## src/hdl/tws_pkg.sv

```systemverilog
// ----------------------------------------------------------------------------
// tws_pkg
// Shared widths, job types and the divisor reciprocal table of the
// triangular window smoother.
// ----------------------------------------------------------------------------
package tws_pkg;

    localparam int SAMPLE_BITS = 16;
    localparam int MAX_RADIUS  = 7;
    localparam int CFG_BITS    = 3;
    localparam int TAPS        = 2 * MAX_RADIUS + 1;
    localparam int R_BITS      = $clog2(MAX_RADIUS + 1);
    localparam int WEIGHT_BITS = $clog2(MAX_RADIUS + 2);
    localparam int PROD_BITS   = SAMPLE_BITS + WEIGHT_BITS + 1;
    localparam int TOTAL_LOG   = $clog2((MAX_RADIUS + 1) * (MAX_RADIUS + 1));
    localparam int SUM_BITS    = SAMPLE_BITS + TOTAL_LOG + 1;
    localparam int MAG_BITS    = SUM_BITS - 1;
    localparam int RECIP_SHIFT = MAG_BITS + TOTAL_LOG;
    localparam int RECIP_BITS  = RECIP_SHIFT + 1;
    localparam int WIDE_BITS   = MAG_BITS + RECIP_BITS;
    localparam int COUNT_BITS  = $clog2(2 * MAX_RADIUS + 1);
    localparam int NRES_BITS   = $clog2(MAX_RADIUS + 2);
    localparam int GROUP       = 4;
    localparam int GROUPS      = (TAPS + GROUP - 1) / GROUP;
    localparam int QUEUE_DEPTH = 8;
    localparam int QPTR_BITS   = $clog2(QUEUE_DEPTH);
    localparam int LEVEL_BITS  = $clog2(QUEUE_DEPTH + 1);

    typedef logic signed [SAMPLE_BITS-1:0] t_sample;
    typedef logic signed [PROD_BITS-1:0]   t_prod;
    typedef logic signed [SUM_BITS-1:0]    t_sum;
    typedef logic [R_BITS-1:0]             t_radius;

    typedef struct packed {
        logic                 use_mean;
        logic [NRES_BITS-1:0] n_results;
        logic                 last;
    } t_tag;

    typedef struct packed {
        t_sum sum;
        t_tag tag;
    } t_job;

    typedef struct packed {
        logic [LEVEL_BITS-1:0] level;
        logic                  valid;
    } t_queue_status;

    typedef logic [MAX_RADIUS:0][RECIP_BITS-1:0] t_recip_table;

    function automatic logic [RECIP_BITS-1:0] ceil_recip(input int unsigned r);
        longint unsigned d;
        longint unsigned num;
        longint unsigned rem;
        longint unsigned quo;
        int i;
        d   = longint'((r + 1) * (r + 1));
        num = (64'd1 << RECIP_SHIFT) + d - 64'd1;
        rem = 0;
        quo = 0;
        for (i = 62; i >= 0; i--) begin
            rem = (rem << 1) | ((num >> i) & 64'd1);
            quo = quo << 1;
            if (rem >= d) begin
                rem = rem - d;
                quo = quo | 64'd1;
            end
        end
        return RECIP_BITS'(quo);
    endfunction

    function automatic t_recip_table build_recip_table();
        t_recip_table t;
        int r;
        for (r = 0; r <= MAX_RADIUS; r++) begin
            t[r] = ceil_recip(r);
        end
        return t;
    endfunction

    localparam t_recip_table RECIP_TABLE = build_recip_table();

endpackage

```

## src/hdl/tws_queue.sv

```systemverilog
// ----------------------------------------------------------------------------
// tws_queue
// Job queue between the front end and the divide back end.
// ----------------------------------------------------------------------------
module tws_queue (
    input  logic                   i_clk,
    input  logic                   i_rst_n,
    input  logic                   i_push,
    input  tws_pkg::t_job          i_job,
    input  logic                   i_pop,
    output tws_pkg::t_job          o_head,
    output tws_pkg::t_queue_status o_status
);

    tws_pkg::t_job                      r_mem [tws_pkg::QUEUE_DEPTH];
    logic [tws_pkg::QPTR_BITS-1:0]      r_wr;
    logic [tws_pkg::QPTR_BITS-1:0]      r_rd;
    logic [tws_pkg::LEVEL_BITS-1:0]     r_level;

    always_ff @(posedge i_clk) begin
        if (i_push) begin
            r_mem[r_wr] <= i_job;
        end
    end

    always_ff @(posedge i_clk) begin
        if (!i_rst_n) begin
            r_wr    <= '0;
            r_rd    <= '0;
            r_level <= '0;
        end else begin
            if (i_push) begin
                r_wr <= r_wr + 1'b1;
            end
            if (i_pop) begin
                r_rd <= r_rd + 1'b1;
            end
            unique case ({i_push, i_pop})
                2'b10:   r_level <= r_level + 1'b1;
                2'b01:   r_level <= r_level - 1'b1;
                default: r_level <= r_level;
            endcase
        end
    end

    assign o_head         = r_mem[r_rd];
    assign o_status.level = r_level;
    assign o_status.valid = (r_level != '0);

    a_no_overflow: assert property (@(posedge i_clk) disable iff (!i_rst_n)
        i_push |-> (r_level != tws_pkg::LEVEL_BITS'(tws_pkg::QUEUE_DEPTH)))
        else $error("job pushed into a full queue");

    a_no_underflow: assert property (@(posedge i_clk) disable iff (!i_rst_n)
        i_pop |-> (r_level != '0))
        else $error("job popped from an empty queue");

endmodule

```

## src/hdl/tws_front.sv

```systemverilog
// ----------------------------------------------------------------------------
// tws_front
// Accepts samples, keeps the delay line and frame count, classifies each
// sample and forms the weighted window sum in a three stage pipeline.
// ----------------------------------------------------------------------------
module tws_front (
    input  logic                   i_clk,
    input  logic                   i_rst_n,
    input  tws_pkg::t_radius       i_radius,
    input  logic                   i_in_valid,
    output logic                   o_in_stall,
    input  tws_pkg::t_sample       i_sample,
    input  logic                   i_is_last,
    input  tws_pkg::t_queue_status i_status,
    output logic                   o_push,
    output tws_pkg::t_job          o_job
);

    tws_pkg::t_sample                 r_taps [tws_pkg::TAPS];
    logic [tws_pkg::COUNT_BITS-1:0]   r_seen;
    logic                             r_v1;
    logic                             r_v2;
    logic                             r_v3;
    tws_pkg::t_tag                    r_j1;
    tws_pkg::t_tag                    r_j2;
    tws_pkg::t_tag                    r_j3;
    tws_pkg::t_prod                   r_prod [tws_pkg::TAPS];
    tws_pkg::t_sum                    r_grp [tws_pkg::GROUPS];

    logic                             accept;
    logic [tws_pkg::LEVEL_BITS:0]     occupied;
    logic [tws_pkg::COUNT_BITS-1:0]   two_r;
    logic                             ge_r;
    logic                             ge_2r;
    logic [tws_pkg::NRES_BITS-1:0]    n_results;
    logic [tws_pkg::COUNT_BITS-1:0]   n_seen;
    tws_pkg::t_prod                   prod_a [tws_pkg::TAPS];
    tws_pkg::t_sum                    grp_a [tws_pkg::GROUPS];
    tws_pkg::t_sum                    total;

    assign occupied = (tws_pkg::LEVEL_BITS + 1)'(i_status.level)
                    + (tws_pkg::LEVEL_BITS + 1)'(r_v1)
                    + (tws_pkg::LEVEL_BITS + 1)'(r_v2)
                    + (tws_pkg::LEVEL_BITS + 1)'(r_v3);
    assign o_in_stall = !i_rst_n
                      || (occupied >= (tws_pkg::LEVEL_BITS + 1)'(tws_pkg::QUEUE_DEPTH));
    assign accept     = i_in_valid && !o_in_stall;

    assign two_r = tws_pkg::COUNT_BITS'(i_radius) << 1;
    assign ge_r  = (r_seen >= tws_pkg::COUNT_BITS'(i_radius));
    assign ge_2r = (r_seen >= two_r);

    always_comb begin
        if (i_is_last) begin
            n_results = ge_r ? (tws_pkg::NRES_BITS'(i_radius) + 1'b1)
                             : (tws_pkg::NRES_BITS'(r_seen) + 1'b1);
            n_seen    = '0;
        end else begin
            n_results = ge_r ? tws_pkg::NRES_BITS'(1) : '0;
            n_seen    = ge_2r ? two_r : (r_seen + 1'b1);
        end
    end

    always_comb begin
        int w;
        for (int p = 0; p < tws_pkg::TAPS; p++) begin
            if (p <= int'(i_radius)) begin
                w = p + 1;
            end else if (p <= 2 * int'(i_radius)) begin
                w = 2 * int'(i_radius) - p + 1;
            end else begin
                w = 0;
            end
            prod_a[p] = tws_pkg::t_prod'(r_taps[p])
                      * $signed({1'b0, tws_pkg::WEIGHT_BITS'(w)});
        end
    end

    always_comb begin
        for (int g = 0; g < tws_pkg::GROUPS; g++) begin
            grp_a[g] = '0;
            for (int i = 0; i < tws_pkg::GROUP; i++) begin
                if (g * tws_pkg::GROUP + i < tws_pkg::TAPS) begin
                    grp_a[g] = grp_a[g]
                             + tws_pkg::t_sum'(r_prod[g * tws_pkg::GROUP + i]);
                end
            end
        end
    end

    always_comb begin
        total = '0;
        for (int g = 0; g < tws_pkg::GROUPS; g++) begin
            total = total + r_grp[g];
        end
    end

    always_ff @(posedge i_clk) begin
        if (accept) begin
            r_taps[0] <= i_sample;
            for (int i = 1; i < tws_pkg::TAPS; i++) begin
                r_taps[i] <= r_taps[i-1];
            end
            r_j1 <= '{use_mean: ge_2r, n_results: n_results, last: i_is_last};
        end
        r_prod <= prod_a;
        r_grp  <= grp_a;
        r_j2   <= r_j1;
        r_j3   <= r_j2;
    end

    always_ff @(posedge i_clk) begin
        if (!i_rst_n) begin
            r_seen <= '0;
            r_v1   <= 1'b0;
            r_v2   <= 1'b0;
            r_v3   <= 1'b0;
        end else begin
            if (accept) begin
                r_seen <= n_seen;
            end
            r_v1 <= accept && (n_results != '0);
            r_v2 <= r_v1;
            r_v3 <= r_v2;
        end
    end

    assign o_push    = r_v3;
    assign o_job.sum = total;
    assign o_job.tag = r_j3;

    a_last_clears: assert property (@(posedge i_clk) disable iff (!i_rst_n)
        (accept && i_is_last) |=> (r_seen == '0))
        else $error("frame count not cleared after last beat");

endmodule

```

## src/hdl/tws_back.sv

```systemverilog
// ----------------------------------------------------------------------------
// tws_back
// Divides the window sum by (r+1)^2 through a reciprocal multiply and expands
// each job into its result beats behind an output register.
// ----------------------------------------------------------------------------
module tws_back (
    input  logic                   i_clk,
    input  logic                   i_rst_n,
    input  tws_pkg::t_radius       i_radius,
    input  tws_pkg::t_job          i_head,
    input  tws_pkg::t_queue_status i_status,
    output logic                   o_pop,
    output logic                   o_out_valid,
    input  logic                   i_out_stall,
    output tws_pkg::t_sample       o_smoothed,
    output logic                   o_last_out
);

    logic                             r_d1_valid;
    tws_pkg::t_tag                    r_d1_tag;
    logic                             r_d1_neg;
    logic [tws_pkg::MAG_BITS-1:0]     r_d1_mag;
    logic                             r_d2_valid;
    tws_pkg::t_tag                    r_d2_tag;
    logic                             r_d2_neg;
    logic [tws_pkg::WIDE_BITS-1:0]    r_d2_prod;
    logic                             r_d3_valid;
    tws_pkg::t_tag                    r_d3_tag;
    tws_pkg::t_sample                 r_d3_q;
    logic                             r_ex_valid;
    tws_pkg::t_sample                 r_ex_val;
    logic [tws_pkg::NRES_BITS-1:0]    r_ex_left;
    logic                             r_ex_last;
    logic                             r_out_valid;
    tws_pkg::t_sample                 r_smoothed;
    logic                             r_last_out;

    logic                             out_free;
    logic                             emit;
    logic                             ex_load;
    logic                             d3_free;
    logic                             d2_free;
    logic                             d1_free;
    logic [tws_pkg::MAG_BITS-1:0]     q_mag;
    logic [tws_pkg::MAG_BITS-1:0]     q_signed;

    assign out_free = !r_out_valid || !i_out_stall;
    assign emit     = r_ex_valid && out_free;
    assign ex_load  = !r_ex_valid || (emit && (r_ex_left == tws_pkg::NRES_BITS'(1)));
    assign d3_free  = !r_d3_valid || ex_load;
    assign d2_free  = !r_d2_valid || d3_free;
    assign d1_free  = !r_d1_valid || d2_free;
    assign o_pop    = i_status.valid && d1_free;

    assign q_mag    = tws_pkg::MAG_BITS'(r_d2_prod >> tws_pkg::RECIP_SHIFT);
    assign q_signed = r_d2_neg ? (~q_mag + 1'b1) : q_mag;

    always_ff @(posedge i_clk) begin
        if (d1_free) begin
            r_d1_tag <= i_head.tag;
            r_d1_neg <= i_head.sum[tws_pkg::SUM_BITS-1];
            r_d1_mag <= i_head.sum[tws_pkg::SUM_BITS-1]
                      ? tws_pkg::MAG_BITS'(-i_head.sum)
                      : tws_pkg::MAG_BITS'(i_head.sum);
        end
        if (d2_free) begin
            r_d2_tag  <= r_d1_tag;
            r_d2_neg  <= r_d1_neg;
            r_d2_prod <= tws_pkg::WIDE_BITS'(r_d1_mag)
                       * tws_pkg::WIDE_BITS'(tws_pkg::RECIP_TABLE[i_radius]);
        end
        if (d3_free) begin
            r_d3_tag <= r_d2_tag;
            r_d3_q   <= r_d2_tag.use_mean ? q_signed[tws_pkg::SAMPLE_BITS-1:0] : '0;
        end
        if (ex_load) begin
            r_ex_val  <= r_d3_q;
            r_ex_left <= r_d3_tag.n_results;
            r_ex_last <= r_d3_tag.last;
        end else if (emit) begin
            r_ex_val  <= '0;
            r_ex_left <= r_ex_left - 1'b1;
        end
        if (out_free) begin
            r_smoothed <= r_ex_val;
            r_last_out <= r_ex_last && (r_ex_left == tws_pkg::NRES_BITS'(1));
        end
    end

    always_ff @(posedge i_clk) begin
        if (!i_rst_n) begin
            r_d1_valid  <= 1'b0;
            r_d2_valid  <= 1'b0;
            r_d3_valid  <= 1'b0;
            r_ex_valid  <= 1'b0;
            r_out_valid <= 1'b0;
        end else begin
            if (d1_free) begin
                r_d1_valid <= o_pop;
            end
            if (d2_free) begin
                r_d2_valid <= r_d1_valid;
            end
            if (d3_free) begin
                r_d3_valid <= r_d2_valid;
            end
            if (ex_load) begin
                r_ex_valid <= r_d3_valid;
            end
            if (out_free) begin
                r_out_valid <= emit;
            end
        end
    end

    assign o_out_valid = r_out_valid;
    assign o_smoothed  = r_smoothed;
    assign o_last_out  = r_last_out;

    a_left_nonzero: assert property (@(posedge i_clk) disable iff (!i_rst_n)
        r_ex_valid |-> (r_ex_left != '0))
        else $error("expander holds a job with no beats left");

endmodule

```

## src/hdl/triangular_window_smoother_top.sv

```systemverilog
// ----------------------------------------------------------------------------
// triangular_window_smoother_top
// Triangular weighted moving average over a frame of signed samples.
//
//   channel | direction | handshake              | payload
//   --------+-----------+------------------------+------------------------------
//   in      | input     | i_in_valid/o_in_stall  | i_sample, i_is_last
//   out     | output    | o_out_valid/i_out_stall| o_smoothed, o_last_out
//   cfg     | input     | i_cfg_valid/o_cfg_ready| i_cfg_window_radius
//
// A sample is taken every cycle while the eight entry job queue has room.
// Each sample gives zero, one or (last of frame) up to r+1 result beats; the
// output register sends one beat per cycle, so the output port sets the rate.
// From input beat to first result beat a job passes the front pipeline, the job
// queue, the divide stages, the expander and the output register. Reset is
// synchronous: radius goes to 1, the frame count clears and the job queue
// empties; the input stalls and the config port is not ready while reset is
// held. A stall on the output backs up the divide pipeline and then the queue.
module triangular_window_smoother_top (
    input  logic                          i_clk,
    input  logic                          i_rst_n,
    input  logic                          i_in_valid,
    output logic                          o_in_stall,
    input  logic [tws_pkg::SAMPLE_BITS-1:0] i_sample,
    input  logic                          i_is_last,
    output logic                          o_out_valid,
    input  logic                          i_out_stall,
    output logic [tws_pkg::SAMPLE_BITS-1:0] o_smoothed,
    output logic                          o_last_out,
    input  logic                          i_cfg_valid,
    output logic                          o_cfg_ready,
    input  logic [tws_pkg::CFG_BITS-1:0]  i_cfg_window_radius
);

    logic [tws_pkg::CFG_BITS-1:0]  r_window_radius;
    tws_pkg::t_radius              radius;
    logic                          push;
    logic                          pop;
    tws_pkg::t_job                 push_job;
    tws_pkg::t_job                 head_job;
    tws_pkg::t_queue_status        status;
    tws_pkg::t_sample              smoothed;

    assign o_cfg_ready = i_rst_n;

    always_ff @(posedge i_clk) begin
        if (!i_rst_n) begin
            r_window_radius <= tws_pkg::CFG_BITS'(1);
        end else if (i_cfg_valid && o_cfg_ready) begin
            r_window_radius <= i_cfg_window_radius;
        end
    end

    assign radius = (int'(r_window_radius) > tws_pkg::MAX_RADIUS)
                  ? tws_pkg::R_BITS'(tws_pkg::MAX_RADIUS)
                  : tws_pkg::R_BITS'(r_window_radius);

    tws_front u_front (
        .i_clk      (i_clk),
        .i_rst_n    (i_rst_n),
        .i_radius   (radius),
        .i_in_valid (i_in_valid),
        .o_in_stall (o_in_stall),
        .i_sample   (i_sample),
        .i_is_last  (i_is_last),
        .i_status   (status),
        .o_push     (push),
        .o_job      (push_job)
    );

    tws_queue u_queue (
        .i_clk    (i_clk),
        .i_rst_n  (i_rst_n),
        .i_push   (push),
        .i_job    (push_job),
        .i_pop    (pop),
        .o_head   (head_job),
        .o_status (status)
    );

    tws_back u_back (
        .i_clk       (i_clk),
        .i_rst_n     (i_rst_n),
        .i_radius    (radius),
        .i_head      (head_job),
        .i_status    (status),
        .o_pop       (pop),
        .o_out_valid (o_out_valid),
        .i_out_stall (i_out_stall),
        .o_smoothed  (smoothed),
        .o_last_out  (o_last_out)
    );

    assign o_smoothed = smoothed;

endmodule

```

## config.mk

```make
export PLATFORM = sky130hd
export DESIGN_NAME = triangular_window_smoother_top
export DESIGN_NICKNAME = d
export VERILOG_FILES = /design/src/hdl/tws_pkg.sv /design/src/hdl/tws_queue.sv /design/src/hdl/tws_front.sv /design/src/hdl/tws_back.sv /design/src/hdl/triangular_window_smoother_top.sv
export SDC_FILE = /design/constraint.sdc
export NUM_CORES = 2
export LEC_CHECK = 0
export BUFFER_PORTS_ARGS = -buffer_cell sky130_fd_sc_hd__buf_4
export CELL_PAD_IN_SITES_DETAIL_PLACEMENT = 0
export CELL_PAD_IN_SITES_GLOBAL_PLACEMENT = 1
export CORE_AREA = 8 8 431 433
export DETAILED_ROUTE_END_ITERATION = 16
export DIE_AREA = 0 0 439 441
export PLACE_DENSITY_LB_ADDON = 0.15
export SETUP_SLACK_MARGIN = 0.05
export SLEW_MARGIN = 40
export SYNTH_ARGS = -nofsm -noshare
export SYNTH_HDL_FRONTEND = slang
export SYNTH_HIERARCHICAL = 1
export SYNTH_SLANG_ARGS = --single-unit
```

## constraint.sdc

```tcl
create_clock -name i_clk -period 7.67 [get_ports i_clk]
set_input_delay 0.3835 -clock i_clk [delete_from_list [all_inputs] [get_ports i_clk]]
set_output_delay 0.3835 -clock i_clk [all_outputs]
set_load 0.05 [all_outputs]
```

; After elaboration in Yosys (flattened, before gate mapping)
; Memory sizes are Yosys's and may differ from the RTL's. A register that Yosys moved wholly into a read port is not among the register bits.
; Index checks and enable logic that the tools add are counted.
[word_totals]
memories = 3
ram_bits = 472
in_bits = 25
out_inout_bits = 20
wordCells = 227
rom_bits = 232
register_bits = 584
[classes]
mux = 42
n_reduce_logical = 25
n_lt_le_gt_ge = 25
addsub = 54
multipliers = 15
bitwise_logic = 1
n_eq_ne = 3
[memory_table]
columns = name, words, word_bits, read_ports, rd_clocked_by_memory_dff, write_ports, line_no
row1 = u_front.r_taps, 15, 16, 15, 0, 15, tws_front.sv:19  ; tws_pkg::t_sample r_taps [tws_pkg::TAPS];
row2 = (no name shown), 8, 29, 1, 1, 0, tws_back.sv:70  ; * tws_pkg::WIDE_BITS'(tws_pkg::RECIP_TABLE[i_radius]);
row3 = u_queue.r_mem, 8, 29, 1, 1, 1, tws_queue.sv:15  ; tws_pkg::t_job r_mem [tws_pkg::QUEUE_DEPTH];
[ops]
columns = cell, count
row1 = 16-bit by 5-bit multiplier with 21-bit output, 14
row2 = 4-bit 2-to-1 mux, 27
row3 = 22-bit by 21-bit adder with 23-bit output, 4
row4 = 23-bit by 21-bit adder with 23-bit output, 3
row5 = 23-bit adder, 3
row6 = 21-bit by 21-bit adder with 22-bit output, 3
row7 = 4-bit by 2-bit adder with 4-bit output (second input constant), 14
row8 = 16-bit 2-to-1 mux, 3
row9 = 22-bit by 29-bit multiplier with 44-bit output, 1
row10 = 29-bit 2-to-1 mux, 1
row11 = 4-bit <= comparator (first input constant), 7
row12 = 4-bit subtractor (second input constant), 7
row13 = 16-bit by 21-bit adder with 22-bit output, 1
row14 = 22-bit 2-to-1 mux, 1
row15 = 22-bit negation, 1
row16 = 16-bit by 1-bit adder with 16-bit output (second input constant), 1
row17 = 3-bit by 4-bit <= comparator with 1-bit output (first input constant), 4
row18 = 16-bit NOT, 1
row19 = 4-bit by 3-bit subtractor with 4-bit output (second input constant), 4
row20 = 3-bit <= comparator (first input constant), 4
row21 = 3-bit 2-to-1 mux, 4
row22 = 4-bit by 1-bit subtractor with 4-bit output (second input constant), 3
row23 = 5-bit by 1-bit adder with 5-bit output, 2
row24 = 4-bit by 1-bit adder with 4-bit output (second input constant), 2
row25 = other kinds (22), 50

; Logic depth before layout (Yosys ltp)
[logic_depth]
ltp_word = 11
mapped_depth = 30
mapped_depth_nobuf = 28

; Modules after synthesis
; Netlist, hierarchy kept.
[modules_own_cells]
columns = mod, n_inst, seq_area_each_um2, area_each_um2, cells_per_inst
row1 = tws_front, 1, 15675.0, 54797.6, 5484
row2 = tws_back, 1, 3433.3, 20826.2, 2020
row3 = tws_queue, 1, 7226.9, 9516.6, 404
row4 = triangular_window_smoother_top, 1, 60.1, 113.9, 10

; Worst setup path before layout
; No wires, ideal clock.
[synth_path]
kind = register to register
start = register r_window_radius[0] (netlist name)
end = register u_back/r_d2_prod[43] (netlist bit), data pin
setup_slack_ns = 0.102
path_stages_with_launch = 27
period_less_slack_ns = 7.568
required_time_ns = 7.410
n_path_buf = 3
setup_time_ns = 0.260
arrival_ns = 7.308
path_cell_list = dfxtp_1 inv_1 ha_1 and2b_1 clkbuf_1 clkbuf_1 clkbuf_1 nand2_1 fa_1 fa_1 fa_1 inv_1 fa_1 fa_1 fa_1 inv_1 fa_1 inv_1 ha_1 and3_1 and4_1 and2_1 o21a_1 o311ai_2 o31ai_2 a21o_1 xnor2_1
[synth_rtl]
columns = item, line_no
row1 = end signal: assignment, tws_back.sv:69  ; r_d2_prod <= tws_pkg::WIDE_BITS'(r_d1_mag)
row2 = end: declaration, tws_back.sv:26  ; logic [tws_pkg::WIDE_BITS-1:0] r_d2_prod;

==> results.md <==
- Run status: completed
- Number of remaining DRC errors: 0
- Met1 Use GR: between 20 and 30%
- Most crowded layer after global routing: met2
- Mapped Cells: between 7000 and 8000
- Met2 global-route usage: between 30% and 40%
- Final period util: a little over nine tenths
- Clk_skew: around 0.082 ns
- Area leader, netlist: fa_1
- Hold WC Path Type: primary input to flop
- CTS tree: built
- Iteration-0 DRC Markers: 2960
- Final Net Count: between 10000 and 15000
- Num CTS Buffers: 118
- Post-route cell area: approximately 0.095 mm²
- Vias in the first global route: ~58000
- Die height: 441 µm
- Internal power: around 22 mW
- Clock Power Share: about 15%
- Met3 Use GR: approximately 2.5%
- Via Count: 54700
- Max Freq: 135 MHz
- Maximum vdd drop: 0.456 mV
- Crit. End Element: flop
- Initial core utilization: between 40% and 50%
- CP dominant cell by count: fa_1
- FP Rows: around 160
- Util after Layout: about 53%
- Minimum clock period: ~7.4 ns
- RSZ-0062 raised after global routing: false
- Clock Latency Late Sink: 0.80 ns
- PD cells: slightly above 400 mW/mm²
- Yosys reg bits: 1024
- Final Hold Viols: 0
- Top cells by area, synth: fa_1, edfxtp_1, ha_1
- Switching power: ~18 mW
- I/O Pins: 45
- Post-route ant nets: 0
- H-tree levels: 3
- Post-synth EDFFs: a little under 600
- Synth-to-layout area growth: 11.2%
- Port Buf Inserts: 44
- Avg WL per Cell: between 15 and 20 µm
- Synth cell types: 94
- Net Sw Frac: between 40 and 50%
- Final Slew Violations: 0
- Routed WL: 213 mm
- Max-slew headroom: 44.3%
- Hold_ws: 0.0629 ns
- Die area: 0.194 mm²
- Initial antenna violation count: 6
- Part of the power in combinational logic: 59.1%
- Vias per cell: between 5 and 6
- Worst path max stage delay: between 0.5 and 0.6 ns
- Root Buffer: clkbuf_16
- Width of the die: about 440 µm
- Max-cap viol count: 0
- Routability congestion estimate: about 0.92
- Crit path buffers/inverters: 8
- Post-DP Area: about 0.090 mm²
- Clk sinks: 1024
- Final setup viols: 0
- Area of the mapped netlist: roughly 0.085 mm²
- Seq pwr share: 25.6%
- GRT Total Usage: between 20 and 25%
- Clock buffer depth: 3
- Largest net degree at the start of global routing: roughly 110
- Async set-reset flop share out of synthesis: 0%
- Critical path class: flop to flop
- Worst-Margin Slew: 0.830 ns
- Main flop type after synthesis: edfxtp_1
- Sequential share of the synthesized area: between 30% and 40%
- CP delay by family, top: adder cells
- First-pass GRT wire length: approximately 330 mm
- YS warnings: 6
- Syn_area_per_cell: 10.8 µm²
- Leak: 47.2 nW
- Reg clk slew, reported paths: roughly 0.060 ns
- Worst path arrival time: between 7 and 8 ns
- Post-synth top area share: ~23%
- Share of cells above drive strength 1: under 10%
- Crit Path Max Fanout: 8
- Critical path required time: a little over 8 ns
- GR Overflow Total: 0
- Worst path slowest cell: fa_1
- Startpoint Class: flop
- Detailed placement HPWL: ~170 mm
- Drt first pass iters: 5
- Core ar.: 0.179 mm²
-- registers in the layout, summed over array words and instances, names as in the netlist, 16 cells and up, named ones only --
register	count
u_back/r_d2_prod	16
u_back/r_d1_mag	22
u_front/r_taps	240
u_front/r_grp	92
u_queue/r_mem	232
u_back/r_ex_val	16
u_back/r_d3_q	16
u_back/o_smoothed	16
u_front/r_prod	303
-- final timing paths --
kind / startpoint / to / slack [ns] / cells past startpoint
hold / removal: i_cfg_window_radius[1] / r_window_radius[1] / 0.06 / 3
hold reg to reg: u_front/r_j2[5] / u_front/o_job[5] / 0.33 / 0
setup reg to reg: r_window_radius[0] / u_back/r_d2_prod[43] / 0.25 / 27
setup / recovery: r_window_radius[0] / u_back/r_d2_prod[43] / 0.25 / 27
-- Yosys cell counts, types with 16 or more instances --
cell type	count
a211oi_1	29
a21boi_0	21
a21o_1	120
a21oi_1	266
a31oi_1	27
and2_1	351
and3_1	203
clkbuf_1	145
dfxtp_1	435
edfxtp_1	589
fa_1	969
ha_1	983
inv_1	1609
mux2_4	20
mux2i_1	16
mux4_1	19
mux4_2	39
nand2_1	467
nand2b_1	60
nand3_1	64
nand4_1	22
nor2_1	282
nor2b_1	164
nor3_1	72
o211ai_1	19
o21a_1	54
o21ai_0	158
o21bai_1	32
o31ai_1	24
or2_2	17
or3_1	26
xnor2_1	300
xor2_1	102
-- kinds of logic after synthesis --
| kind of cell | after synthesis | synth area share [%] |
|---|---|---|
| adder cells (fa/ha/maj) | 1952 | 37.2 |
| AO/OA/AOI/OAI | 869 | 6.64 |
| other | 2 | 0.00881 |
| AND/OR/NAND/NOR | 1789 | 10.9 |
| flip-flops | 1024 | 31.0 |
| buffers and inverters | 1775 | 7.91 |
| XOR/XNOR | 402 | 4.13 |
| multiplexers | 105 | 2.30 |
-- cells in the final DEF (no fill, tap or decap), drive strengths merged, types with 203 or more instances in the layout --
master / netlist / final
dfxtp: 435 / 435
nand2: 468 / 468
ha: 983 / 983
and2: 352 / 352
buf: 19 / 267
edfxtp: 589 / 589
and3: 203 / 203
nor2: 282 / 282
inv: 1610 / 1632
fa: 969 / 969
xnor2: 300 / 300
a21oi: 266 / 266
-- routing by layer --
metal,part of all wire [%],vias up
li1,-,26300
met1,45,27300
met2,49,893
met3,3.4,289
met4,2.9,0
met5,0,-
-- worst register-to-register path: stages (launching register included) --
cell	delay (ns)
dfxtp_4	0.36
inv_1	0.05
ha_2	0.18
buf_4	0.14
and2b_4	0.21
clkbuf_16	0.18
and2_2	0.23
fa_1	0.49
fa_1	0.54
inv_1	0.07
fa_1	0.53
inv_1	0.05
fa_1	0.46
fa_1	0.50
fa_1	0.55
inv_1	0.06
fa_1	0.53
inv_1	0.06
ha_4	0.26
a21oi_2	0.16
o211ai_1	0.25
and2_1	0.25
o21a_2	0.23
o311ai_4	0.34
buf_6	0.19
o31ai_4	0.06
a21o_1	0.18
xnor2_1	0.12
-- final cells by class --
cell class	instances	area, µm²
flip-flops and latches	1024	26400
clock buffers	156	3350
repair buffers	288	2410
clock inverters	70	852
fillers	16200	84400
multi-input cells	5186	52700
inverters	1611	6050
diodes	4	10.0
well taps	2370	2970
-- per-stage QoR --
stage	TNS (ns)	worst slack, ns	power, mW	std cells
after floorplan	0	0.102	24.4	7985
after global placement	-0.280	-0.105	32.3	10500
after detailed placement	-0.725	-0.170	32.8	10500
after CTS	0	0.0546	39.1	10700
after global routing	0	0.0387	42.1	10700
final	0	0.250	39.2	10700
-- power groups by stage --
stage	sequential (mW)	combinational, mW	clock, mW
3_3_place_gp	10.2	22.2	0
4_1_cts	10.1	22.9	6.16
6_report	10.0	23.1	5.99
3_5_place_dp	10.2	22.6	0
5_1_grt	10.1	25.6	6.36
2_1_floorplan	9.70	14.7	0
-- repair_timing --
action | in CTS | in global routing
endpoints found under the setup margin | 8 | 12
pin swaps | 10 | 49
hold buffers | 19 | 0
gates resized for setup | 12 | 69
hold endpoints to repair | 20 | 0
buffers inserted | 2 | 5
cloned | 0 | 2
(Power assumes the default switching activity.)
